<file path="config.mk">
export PLATFORM = sky130hd
export DESIGN_NAME = calibration_point_sorted_insert_flat
export DESIGN_NICKNAME = d
export VERILOG_FILES = /design/src/sv/cpsi_pkg.sv /design/src/sv/cpsi_in_if.sv /design/src/sv/cpsi_out_if.sv /design/src/sv/cpsi_datapath.sv /design/src/sv/cpsi_controller.sv /design/src/sv/calibration_point_sorted_insert.sv /design/src/flat_wrapper.sv
export SDC_FILE = /design/constraint.sdc
export NUM_CORES = 1
export LEC_CHECK = 0
export ABC_CLOCK_PERIOD_IN_PS = 10550
export BUFFER_PORTS_ARGS = -buffer_cell sky130_fd_sc_hd__buf_2
export CAP_MARGIN = 25
export CELL_PAD_IN_SITES_DETAIL_PLACEMENT = 1
export CELL_PAD_IN_SITES_GLOBAL_PLACEMENT = 1
export CORE_MARGIN = 2
export CORE_UTILIZATION = 58
export DETAILED_ROUTE_END_ITERATION = 10
export GPL_TIMING_DRIVEN = 0
export PLACE_DENSITY = 0.83
export SYNTH_ARGS = -nofsm -noshare
export SYNTH_HDL_FRONTEND = slang
export SYNTH_SLANG_ARGS = --single-unit
</file>
<file path="constraint.sdc">
create_clock -name i_clk -period 10.55 [get_ports i_clk]
set_input_delay 0.5275 -clock i_clk [delete_from_list [all_inputs] [get_ports i_clk]]
set_output_delay 0.5275 -clock i_clk [all_outputs]
set_load 0.02 [all_outputs]
</file>
<file path="src/sv/cpsi_pkg.sv">
package cpsi_pkg;

    // Item function codes.
    localparam logic [1:0] FUNC_TILT    = 2'd0;
    localparam logic [1:0] FUNC_GRAVITY = 2'd1;
    localparam logic [1:0] FUNC_READ    = 2'd2;

    typedef struct packed {
        logic [1:0]  func;
        logic [15:0] tilt;
        logic [15:0] gravity;
        logic [3:0]  index;
    } t_in_item;

    typedef struct packed {
        logic        point_added;
        logic [3:0]  position;
        logic [4:0]  point_count;
        logic        entry_valid;
        logic [15:0] entry_tilt;
        logic [15:0] entry_gravity;
    } t_out_item;

    typedef struct packed {
        logic [15:0] tilt;
        logic [15:0] gravity;
    } t_point;

    // Commands from the controller to the datapath.
    typedef struct packed {
        logic capture;
        logic upd_tilt;
        logic set_pending;
        logic clr_pending;
        logic ins_start;
        logic rd_index;
        logic shift;
        logic wr_new;
        logic out_load;
    } t_ctl_cmd;

    // Status from the datapath to the controller.
    typedef struct packed {
        logic [1:0] func;
        logic       latest_valid;
        logic       pending_valid;
        logic       full;
        logic       count_zero;
        logic       read_ok;
        logic       ptr_one;
        logic       shift_needed;
    } t_dp_status;

endpackage

</file>
<file path="src/sv/cpsi_in_if.sv">
interface cpsi_in_if;
    import cpsi_pkg::*;

    logic     valid;
    logic     ready;
    t_in_item data;

    modport source (output valid, output data, input ready);
    modport sink (input valid, input data, output ready);
endinterface

</file>
<file path="src/sv/cpsi_out_if.sv">
interface cpsi_out_if;
    import cpsi_pkg::*;

    logic      valid;
    logic      ready;
    t_out_item data;

    modport source (output valid, output data, input ready);
    modport sink (input valid, input data, output ready);
endinterface

</file>
<file path="src/sv/cpsi_datapath.sv">
module cpsi_datapath #(
    parameter int MAX_POINTS = 16
) (
    input  logic                  i_clk,
    input  logic                  i_rst_n,
    input  cpsi_pkg::t_in_item    i_item,
    input  cpsi_pkg::t_ctl_cmd    i_cmd,
    output cpsi_pkg::t_dp_status  o_status,
    output cpsi_pkg::t_out_item   o_result
);
    import cpsi_pkg::*;

    localparam int AW = (MAX_POINTS > 1) ? $clog2(MAX_POINTS) : 1;
    localparam int CW = $clog2(MAX_POINTS + 1);

    t_point        r_mem [MAX_POINTS];
    t_point        r_rd_data;
    t_in_item      r_item;
    t_point        r_new;
    logic [AW-1:0] r_ptr;
    logic [AW-1:0] n_ptr;
    logic [AW-1:0] rd_addr;
    logic [CW-1:0] r_count;
    logic [CW-1:0] n_count;
    logic [15:0]   r_latest_tilt;
    logic          r_latest_valid;
    logic          n_latest_valid;
    logic [15:0]   r_pending;
    logic          r_pending_valid;
    logic          n_pending_valid;
    logic          r_added;
    logic [3:0]    r_pos;
    logic          r_ev;
    t_out_item     r_out;

    always_comb begin
        n_ptr = r_ptr;
        if (i_cmd.ins_start) begin
            n_ptr = AW'(r_count);
        end else if (i_cmd.shift) begin
            n_ptr = r_ptr - AW'(1);
        end
    end

    // Insertion reads the entry just below the next pointer.
    assign rd_addr = i_cmd.rd_index ? AW'(r_item.index) : (n_ptr - AW'(1));

    always_ff @(posedge i_clk) begin
        if (i_cmd.ins_start || i_cmd.shift || i_cmd.rd_index) begin
            r_rd_data <= r_mem[rd_addr];
        end
    end

    always_ff @(posedge i_clk) begin
        if (i_cmd.shift) begin
            r_mem[r_ptr] <= r_rd_data;
        end else if (i_cmd.wr_new) begin
            r_mem[r_ptr] <= r_new;
        end
    end

    always_comb begin
        n_count         = r_count;
        n_latest_valid  = r_latest_valid;
        n_pending_valid = r_pending_valid;
        if (i_cmd.wr_new) begin
            n_count = r_count + CW'(1);
        end
        if (i_cmd.upd_tilt) begin
            n_latest_valid = 1'b1;
        end
        if (i_cmd.set_pending) begin
            n_pending_valid = 1'b1;
        end else if (i_cmd.clr_pending) begin
            n_pending_valid = 1'b0;
        end
    end

    always_ff @(posedge i_clk) begin
        if (!i_rst_n) begin
            r_count         <= '0;
            r_latest_valid  <= 1'b0;
            r_pending_valid <= 1'b0;
        end else begin
            r_count         <= n_count;
            r_latest_valid  <= n_latest_valid;
            r_pending_valid <= n_pending_valid;
        end
    end

    always_ff @(posedge i_clk) begin
        r_ptr <= n_ptr;
        if (i_cmd.capture) begin
            r_item  <= i_item;
            r_added <= 1'b0;
            r_pos   <= '0;
            r_ev    <= 1'b0;
        end
        if (i_cmd.upd_tilt) begin
            r_latest_tilt <= r_item.tilt;
        end
        if (i_cmd.set_pending) begin
            r_pending <= r_item.gravity;
        end
        if (i_cmd.ins_start) begin
            // A tilt item pairs its own tilt with the pending gravity.
            if (r_item.func == FUNC_TILT) begin
                r_new.tilt    <= r_item.tilt;
                r_new.gravity <= r_pending;
            end else begin
                r_new.tilt    <= r_latest_tilt;
                r_new.gravity <= r_item.gravity;
            end
        end
        if (i_cmd.rd_index) begin
            r_ev <= 1'b1;
        end
        if (i_cmd.wr_new) begin
            r_added <= 1'b1;
            r_pos   <= 4'(r_ptr);
        end
        if (i_cmd.out_load) begin
            r_out.point_added   <= r_added;
            r_out.position      <= r_pos;
            r_out.point_count   <= 5'(r_count);
            r_out.entry_valid   <= r_ev;
            r_out.entry_tilt    <= r_ev ? r_rd_data.tilt : 16'd0;
            r_out.entry_gravity <= r_ev ? r_rd_data.gravity : 16'd0;
        end
    end

    assign o_status.func          = r_item.func;
    assign o_status.latest_valid  = r_latest_valid;
    assign o_status.pending_valid = r_pending_valid;
    assign o_status.full          = (r_count == CW'(MAX_POINTS));
    assign o_status.count_zero    = (r_count == '0);
    assign o_status.read_ok       = ((CW + 4)'(r_item.index) < (CW + 4)'(r_count));
    assign o_status.ptr_one       = (r_ptr == AW'(1));
    assign o_status.shift_needed  = (r_rd_data.tilt >= r_new.tilt);
    assign o_result               = r_out;

endmodule

</file>
<file path="src/sv/cpsi_controller.sv">
module cpsi_controller (
    input  logic                  i_clk,
    input  logic                  i_rst_n,
    input  logic                  i_in_valid,
    output logic                  o_in_ready,
    output logic                  o_out_valid,
    input  logic                  i_out_ready,
    input  cpsi_pkg::t_dp_status  i_status,
    output cpsi_pkg::t_ctl_cmd    o_cmd
);
    import cpsi_pkg::*;

    localparam logic [2:0] S_IDLE   = 3'd0;
    localparam logic [2:0] S_DECIDE = 3'd1;
    localparam logic [2:0] S_CMP    = 3'd2;
    localparam logic [2:0] S_WRNEW  = 3'd3;
    localparam logic [2:0] S_FINISH = 3'd4;

    logic [2:0] r_state;
    logic [2:0] n_state;
    logic       r_out_valid;
    logic       n_out_valid;

    always_comb begin
        o_cmd   = '0;
        n_state = r_state;
        unique case (r_state)
            S_IDLE: begin
                if (i_in_valid) begin
                    o_cmd.capture = 1'b1;
                    n_state       = S_DECIDE;
                end
            end
            S_DECIDE: begin
                n_state = S_FINISH;
                unique case (i_status.func)
                    FUNC_TILT: begin
                        o_cmd.upd_tilt = 1'b1;
                        if (i_status.pending_valid && !i_status.full) begin
                            o_cmd.ins_start   = 1'b1;
                            o_cmd.clr_pending = 1'b1;
                            n_state = i_status.count_zero ? S_WRNEW : S_CMP;
                        end
                    end
                    FUNC_GRAVITY: begin
                        if (i_status.latest_valid && !i_status.full) begin
                            o_cmd.ins_start = 1'b1;
                            n_state = i_status.count_zero ? S_WRNEW : S_CMP;
                        end else begin
                            o_cmd.set_pending = 1'b1;
                        end
                    end
                    FUNC_READ: begin
                        if (i_status.read_ok) begin
                            o_cmd.rd_index = 1'b1;
                        end
                    end
                    default: begin
                    end
                endcase
            end
            S_CMP: begin
                if (i_status.shift_needed) begin
                    o_cmd.shift = 1'b1;
                    if (i_status.ptr_one) begin
                        n_state = S_WRNEW;
                    end
                end else begin
                    o_cmd.wr_new = 1'b1;
                    n_state      = S_FINISH;
                end
            end
            S_WRNEW: begin
                o_cmd.wr_new = 1'b1;
                n_state      = S_FINISH;
            end
            S_FINISH: begin
                if (!r_out_valid || i_out_ready) begin
                    o_cmd.out_load = 1'b1;
                    n_state        = S_IDLE;
                end
            end
            default: begin
                n_state = S_IDLE;
            end
        endcase
    end

    always_comb begin
        n_out_valid = r_out_valid;
        if (o_cmd.out_load) begin
            n_out_valid = 1'b1;
        end else if (i_out_ready) begin
            n_out_valid = 1'b0;
        end
    end

    always_ff @(posedge i_clk) begin
        if (!i_rst_n) begin
            r_state     <= S_IDLE;
            r_out_valid <= 1'b0;
        end else begin
            r_state     <= n_state;
            r_out_valid <= n_out_valid;
        end
    end

    assign o_in_ready  = (r_state == S_IDLE);
    assign o_out_valid = r_out_valid;

endmodule

</file>
<file path="src/sv/calibration_point_sorted_insert.sv">
// Calibration point table: tilt readings and gravity readings arrive as beats on the input
// channel and are paired into points that are kept sorted by ascending tilt, up to
// MAX_POINTS of them; every input beat produces exactly one result beat. The block works on
// one item at a time. A tilt item, a gravity item that adds no point, a read and an unused
// code each pass from the accepting edge through the decide and finish states until the
// result is offered, and the input is ready again as the result is offered. An insertion
// walks the table downward from the top entry through the single read and write port of
// the point memory, one entry per cycle, shifting up each stored entry whose tilt is not
// less than the new tilt, then writes the new point. The result sits in an output register,
// and the next item is accepted while that result is still waiting to be taken; that next
// item then waits in its last step until the register is free.

module calibration_point_sorted_insert #(
    parameter int MAX_POINTS = 16
) (
    input  logic              i_clk,
    input  logic              i_rst_n,
    cpsi_in_if.sink           i_in,
    cpsi_out_if.source        o_out
);
    import cpsi_pkg::*;

    // Command and status between the sequencer and the datapath.
    t_ctl_cmd   cmd;
    t_dp_status status;
    t_out_item  result;

    // The sequencer decides what each item does: records the tilt, holds a pending gravity,
    // starts an insertion walk or issues a table read. It also owns the output valid flag.
    cpsi_controller u_ctl (
        .i_clk       (i_clk),
        .i_rst_n     (i_rst_n),
        .i_in_valid  (i_in.valid),
        .o_in_ready  (i_in.ready),
        .o_out_valid (o_out.valid),
        .i_out_ready (o_out.ready),
        .i_status    (status),
        .o_cmd       (cmd)
    );

    // The datapath holds the point memory, the latest tilt, the pending gravity, the point
    // count, the walk pointer and the result register.
    cpsi_datapath #(
        .MAX_POINTS (MAX_POINTS)
    ) u_dp (
        .i_clk    (i_clk),
        .i_rst_n  (i_rst_n),
        .i_item   (i_in.data),
        .i_cmd    (cmd),
        .o_status (status),
        .o_result (result)
    );

    assign o_out.data = result;

endmodule

</file>
<file path="src/flat_wrapper.sv">
// flat-port wrapper written by rule: the top's interface ports become plain ports
module calibration_point_sorted_insert_flat import cpsi_pkg::*;
#(
    parameter int MAX_POINTS = 16
)
  (i_clk, i_rst_n, i_in_valid, i_in_data, i_in_ready, o_out_valid, o_out_data, o_out_ready);
  cpsi_in_if i_in_i ();
  cpsi_out_if o_out_i ();
  input  logic i_clk;
  input  logic i_rst_n;
  input wire logic [$bits(i_in_i.valid)-1:0] i_in_valid;
  input wire logic [$bits(i_in_i.data)-1:0] i_in_data;
  output wire logic [$bits(i_in_i.ready)-1:0] i_in_ready;
  output wire logic [$bits(o_out_i.valid)-1:0] o_out_valid;
  output wire logic [$bits(o_out_i.data)-1:0] o_out_data;
  input wire logic [$bits(o_out_i.ready)-1:0] o_out_ready;
  assign i_in_i.valid = i_in_valid;
  assign i_in_i.data = i_in_data;
  assign i_in_ready = i_in_i.ready;
  assign o_out_valid = o_out_i.valid;
  assign o_out_data = o_out_i.data;
  assign o_out_i.ready = o_out_ready;
  calibration_point_sorted_insert #(.MAX_POINTS(MAX_POINTS)) u_core (.i_clk(i_clk), .i_rst_n(i_rst_n), .i_in(i_in_i), .o_out(o_out_i));
endmodule
</file>
==> impl_metrics.env, run 1 <==
export IMPL_finalPower_mw=7.473
export IMPL_cts_path_max_buffers=3
export IMPL_rsz0062_at_grt="false"
export IMPL_synth_seq_area_share_pct=73.74
export IMPL_p_comb_share_pct=25.3
export IMPL_gp_congestion=0.8025
export IMPL_synthArstFlopShare_pct=0
export IMPL_first_iter_violations=1351
export IMPL_pwr_share_seq_pct=42.7
export IMPL_hold_class="in2reg"
export IMPL_grt_use_total_pct=30.84
export IMPL_crit_path_end_kind="flip-flop"
export IMPL_path_clk_slew_ps=60
export IMPL_dr_pass1_iters=5
export IMPL_power_density_mw_per_mm2=229.5
export IMPL_num_rows=81
export IMPL_final_core_util_pct=66.65
export IMPL_drive_gt1_share_pct=18.85
export IMPL_fmax_ghz=0.1542
export IMPL_yosys_top_cells_count="edfxtp_1, mux2i_1, mux2_2, and2_1, buf_2"
export IMPL_skew_ps=30.94
export IMPL_dieWidth_um=226.4
export IMPL_syn_inst=1560
export IMPL_yosysWarnings=0
export IMPL_setup_tns_ps=0
export IMPL_cpPeakStageDelay_ps=820
export IMPL_yosys_top_cells_area="edfxtp_1, mux2i_1, mux2_2"
export IMPL_r2r_slack_ps=4070
export IMPL_power_switching_mw=2.203
export IMPL_synth_edff_count=693
export IMPL_ys_flop_type="edfxtp_1"
export IMPL_diodes=0
export IMPL_synth_most_common_cell="edfxtp_1"
export IMPL_internal_power_mw=5.270
export IMPL_via_per_inst=6.149
export IMPL_startpoint_type="flip-flop"
export IMPL_core_mm2=0.04885
export IMPL_status="complete, no violations"
export IMPL_clkPwrFrac_pct=32.0
export IMPL_synth_cell_type_count=51
export IMPL_grt_pass1_vias=16740
export IMPL_drtAntennaViolNets=0
export IMPL_hold_viol_final=0
export IMPL_vdd_drop_max_v=0.0001768
export IMPL_cpMostUsedCell="mux2i_1"
export IMPL_crit_type="reg2reg"
export IMPL_syn2layout_area_growth_pct=13.52
export IMPL_worst_path_max_fanout=41
export IMPL_die_area_mm2=0.05125
export IMPL_synth_area_per_cell_um2=18.39
export IMPL_post_cts_resized=0
export IMPL_root_buffer="clkbuf_16"
export IMPL_drt_total_wl_um=76730
export IMPL_n_fill_cell=4117
export IMPL_synthesis_area_mm2=0.02868
export IMPL_place_port_buffers=86
export IMPL_dp_hpwl_um=47580
export IMPL_required_ps=10880
export IMPL_leakagePower_nw=12.20
export IMPL_grt_overflow=0
export IMPL_initial_core_util_pct=58.71
export IMPL_cts_max_level=3
export IMPL_crit_chain="inv_1, ha_1, nor3b_1, a211oi_1, and2_1, buf_2, nor2_1, a221oi_1, ha_1, mux2i_1, clkbuf_1, buf_2, mux2i_1, mux2i_1, mux2i_1, mux2i_1"
export IMPL_post_cts_setup_buffers=0
export IMPL_slew_limit_headroom_pct=25.74
export IMPL_finalCritPeriodShare_pct=61.46
export IMPL_cts_made_buffers=70
export IMPL_slowest_stage="buf_2"
export IMPL_swShare_pct=29.48
export IMPL_clock_latency_ps=630
export IMPL_antenna_found_initial=1
export IMPL_max_cap_violations=0
export IMPL_ys_ff_latch=710
export IMPL_tritoncts="done"
export IMPL_layout_min_cycle_time_ps=6484
export IMPL_hold_buffers=0
export IMPL_grt_start_max_net_pins=42
export IMPL_drc_errors=0
export IMPL_setup_violations=0
export IMPL_drv_slew=0
export IMPL_synth_net_count=1629
export IMPL_wl_per_cell_um=31.29
export IMPL_synth_top_cell_area_share_pct=72.56
export IMPL_synth_top_area_cell="edfxtp_1"
export IMPL_worstMarginPinSlew_ps=1107
export IMPL_die_h_um=226.4
export IMPL_fin_nets=1807
export IMPL_cts_sinks=710
export IMPL_vias=15080
export IMPL_grt_pass1_wl_um=111700
export IMPL_cp_arrival_ps=6820
export IMPL_ios=87
## critical path: cells and delay by family, from the launching register on
family	cells	cell delay, ps
muxes	5	1350
and+or+nand+nor	3	750
AOI/OAI and AO/OA	2	1010
buffers and inverters	4	2030
adders and majority gates	2	550
DFF	1	500
## final cells by class
cell class              count  area (µm²)  area share (%)
repair buffers            106       878.3           2.698
flip-flops and latches    710       21150           64.96
inverters                  31       116.4          0.3574
clock buffers              91        1916           5.883
clock inverters            31       225.2          0.6917
plain buffers              66       424.2           1.303
well taps                 664       830.8           2.552
multi-input cells         753        7019           21.56
## power groups by stage
stage	clock network (mW)	registers [mW]	logic, mW
2_1_floorplan	0	3.25	1.31
3_3_place_gp	0	3.25	1.74
3_5_place_dp	0	3.25	1.84
4_1_cts	2.40	3.19	1.89
5_1_grt	2.49	3.19	1.97
6_report	2.39	3.19	1.89
## cell usage in the layout (no fill, tap or decap), types with 5 or more instances in the layout
cell,instances
a21oi_1,11
and2_1,40
and2_2,17
buf_12,18
buf_16,7
buf_2,125
clkbuf_1,33
clkbuf_16,74
clkinv_1,15
clkinv_2,7
clkinvlp_4,5
dfxtp_1,17
edfxtp_1,693
ha_1,27
inv_1,31
mux2_2,63
mux2i_1,482
nand2_1,22
nand2b_1,6
nor2_1,19
nor3_1,5
o21ai_0,6
xnor2_1,5
## per-layer routing
metal	share of wire, %	vias up	wire [µm]	GRT usage (%)
met1	38	7879	29190	36.62
li1	-	6407	-	-
met3	4.9	216	3759	5.015
met4	4.9	0	3738	14.66
met5	0	-	0	0
met2	52	576	40050	54.91
## flip-flops by register name (all words and copies together), names as in the netlist
name and flops:
u_core.u_dp.r_mem 512, u_core.u_dp.o_result 43, u_core.u_dp.r_item 36, u_core.u_dp.r_new 32, u_core.u_dp.r_rd_data 32, u_core.u_dp.r_latest_tilt 16, u_core.u_dp.r_pending 16, u_core.u_dp.r_count 5
u_core.u_dp.r_pos 4, u_core.u_dp.r_ptr 4, u_core.u_ctl.r_state 3, u_core.u_dp.o_status 2, u_core.u_ctl.o_out_valid 1, u_core.u_dp.r_added 1, u_core.u_dp.r_ev 1, u_core.u_dp.r_latest_valid 1
u_core.u_dp.r_pending_valid 1
## per-stage QoR
stage | cells | area (µm²) | setup WS (ps) | hold WS (ps)
after floorplan | 1560 | 28680 | 5778 | 400.3
after global placement | 2310 | 29940 | 3785 | 410.4
after detailed placement | 2329 | 30400 | 4349 | 406.3
after CTS | 2451 | 32550 | 4105 | 59.19
after global routing | 2452 | 32560 | 3896 | 63.50
final | 2452 | 32560 | 4066 | 75.81
## worst paths after layout
path,startpoint,end,cells after the start
setup / recovery,u_core.u_dp.r_count[0],u_core.u_dp.r_rd_data[20],16
hold / removal,i_in_data[31],u_core.u_dp.r_item[31],1
setup reg to reg,u_core.u_dp.r_count[0],u_core.u_dp.r_rd_data[20],16
hold reg to reg,u_core.u_dp.r_pos[1],u_core.u_dp.o_result[39],0
## cells by family (layout without fill, tap and decap cells)
logic type	Yosys count	after routing	synth area share, %
DFF	710	710	73.74
AOI/OAI and AO/OA	40	40	1.025
xor gates and xnor gates	5	5	0.1527
adders and majority gates	27	27	1.178
buffers and inverters	97	325	1.880
muxes	545	545	19.30
and+or+nand+nor	136	136	2.727
Note: power is estimated with default switching activity, not from simulation.
==> run 2: changes to the inputs <==
ABC_CLOCK_PERIOD_IN_PS = 6340   (was 10550)
CORE_UTILIZATION = 54   (was 58)
PLACE_DENSITY = 0.78   (was 0.83)
clock period = 6.34 ns   (was 10.55 ns; I/O delays follow)
==> run 2 against run 1 <==
Net effect:
- hold slack worse by 54 ps
- critical path depth stayed put
- via count is 0.96% higher
- wire length is 0.54% higher
- highest routed layer unchanged
- sequential share of layout area is 1.1 points lower
- utilization is 3.6 points lower
==> impl_metrics.env, run 2 (synthesis results as in run 1) <==
export IMPL_status="complete, no violations"
export IMPL_top_layer="met4"
export IMPL_wl_per_cell_um=30.59
export IMPL_drt_met1_wl_um=29230
export IMPL_dr_pass1_iters=5
export IMPL_largest_reg_flops=512
export IMPL_grt_pass1_vias=16830
export IMPL_postLayoutCellArea_mm2=0.03314
export IMPL_drv_slew=0
export IMPL_path_clk_slew_ps=70
export IMPL_drtAntennaViolNets=0
export IMPL_vdd_drop_max_v=0.0002697
export IMPL_wl_met3_um=4364
export IMPL_cts_sinks=710
export IMPL_grt_start_max_net_pins=42
export IMPL_dpl_cell_area_mm2=0.03041
export IMPL_die_h_um=234.5
export IMPL_via_per_inst=6.036
export IMPL_max_cap_violations=0
export IMPL_drt_total_wl_um=77140
export IMPL_drc_errors=0
export IMPL_dieWidth_um=234.5
export IMPL_cts_max_level=3
export IMPL_place_port_buffers=86
export IMPL_power_density_mw_per_mm2=384.5
export IMPL_setup_violations=0
export IMPL_hold_viol_final=0
export IMPL_skew_ps=32.33
export IMPL_antenna_found_initial=0
export IMPL_slew_limit_headroom_pct=29.02
export IMPL_required_ps=6700
export IMPL_dp_hpwl_um=47040
export IMPL_hold_class="in2reg"
export IMPL_crit_path_end_kind="flip-flop"
export IMPL_syn2layout_area_growth_pct=15.54
export IMPL_vias=15220
export IMPL_finalCritPeriodShare_pct=96.20
export IMPL_die_area_mm2=0.05497
export IMPL_initial_core_util_pct=54.58
export IMPL_gp_congestion=0.7917
export IMPL_worstMarginPinSlew_ps=1058
export IMPL_fmax_ghz=0.1640
export IMPL_root_buffer="clkbuf_16"
export IMPL_crit_type="reg2reg"
export IMPL_layout_min_cycle_time_ps=6099
export IMPL_grt_overflow=0
export IMPL_layout_cells_most_common_list="edfxtp_1, mux2i_1, buf_2, clkbuf_16, mux2_2"
export IMPL_grt_use_total_pct=28.69
export IMPL_leakagePower_nw=12.45
export IMPL_tritoncts="done"
export IMPL_drive_gt1_share_pct=18.81
export IMPL_layout_commonest_cell="edfxtp_1"
export IMPL_num_rows=84
export IMPL_regMostFlops="u_core.u_dp.r_mem"
export IMPL_worst_path_max_fanout=41
export IMPL_core_mm2=0.05255
export IMPL_cp_arrival_ps=6460
export IMPL_diodes=0
export IMPL_fin_nets=1848
export IMPL_final_core_util_pct=63.06
export IMPL_cts_made_buffers=73
export IMPL_first_iter_violations=1337
export IMPL_clock_latency_ps=630
export IMPL_cts_path_max_buffers=3
export IMPL_routed_wl_met2_um=40180
export IMPL_grt_pass1_wl_um=111300
export IMPL_startpoint_type="flip-flop"
export IMPL_ios=87
==> run 2: final cells by class <==
class | instances | area, µm²
Clock buffer | 103 | 2021
Inverter | 31 | 116.4
Fill cell | 4539 | 19410
Multi-Input combinational cell | 753 | 7019
Clock inverter | 27 | 291.5
Timing Repair Buffer | 144 | 1254
Buffer | 66 | 426.7
Tap cell | 688 | 860.8
Sequential cell | 710 | 21150
==> run 2: final timing paths <==
check                                            start                    endpoint  slack (ps)  cells past startpoint
worst max-delay path            u_core.u_dp.r_count[0]    u_core.u_dp.r_rd_data[1]         240                     16
worst min-delay path                           i_rst_n  u_core.u_dp.r_latest_valid          20                      2
worst max register to register  u_core.u_dp.r_count[0]    u_core.u_dp.r_rd_data[1]         240                     16
worst min register to register    u_core.u_dp.r_pos[0]    u_core.u_dp.o_result[38]         440                      0
==> run 2: through the flow <==
| stage | setup slack (ps) | hold slack (ps) | TNS [ps] | power, mW | std cells |
|---|---|---|---|---|---|
| 6_report | 240.7 | 22.13 | 0 | 12.74 | 2522 |
| 5_1_grt | -3.262 | 12.08 | -3.262 | 13.06 | 2522 |
| 3_3_place_gp | -562.0 | 405.6 | -15590 | 8.340 | 2334 |
| 3_5_place_dp | 230.0 | 408.9 | 0 | 8.471 | 2352 |
| 2_1_floorplan | 1568 | 400.3 | 0 | 7.580 | 1560 |
| 4_1_cts | 151.5 | 23.00 | 0 | 12.71 | 2520 |
==> run 2: what timing repair did <==
action | 4_1_cts | 5_1_grt
buffers inserted | 0 | 0
setup endpoints to repair | 0 | 29
endpoints found under the hold margin | 38 | 0
gates resized for setup | 0 | 1
hold buffers | 38 | 0
==> run 2: critical path, cell delays in order, from the launching register on <==
cell      delay [ps]
dfxtp_1          540
inv_1            140
ha_1             220
nor3b_1          180
a211oi_1         470
and2_1           300
clkbuf_4         580
nor2_1           200
a221oi_1         430
ha_1             320
mux2i_1          380
clkbuf_1         510
buf_2            520
mux2i_1          440
mux2i_1          190
mux2i_1          270
mux2i_1          140
==> run 2: routing by layer <==
layer | track usage (%) | vias up
met5 | 0 | -
met4 | 12.93 | 0
met3 | 5.015 | 173
met2 | 50.59 | 580
met1 | 34.51 | 7980
li1 | - | 6489
==> run 2: report_power, final <==
| part | switching [mW] | internal (mW) | leakage [nW] |
|---|---|---|---|
| Combinational | 1.86 | 1.30 | 4.91 |
| Clock | 1.83 | 2.44 | 1.12 |
| Sequential | 0.0457 | 5.27 | 6.41 |
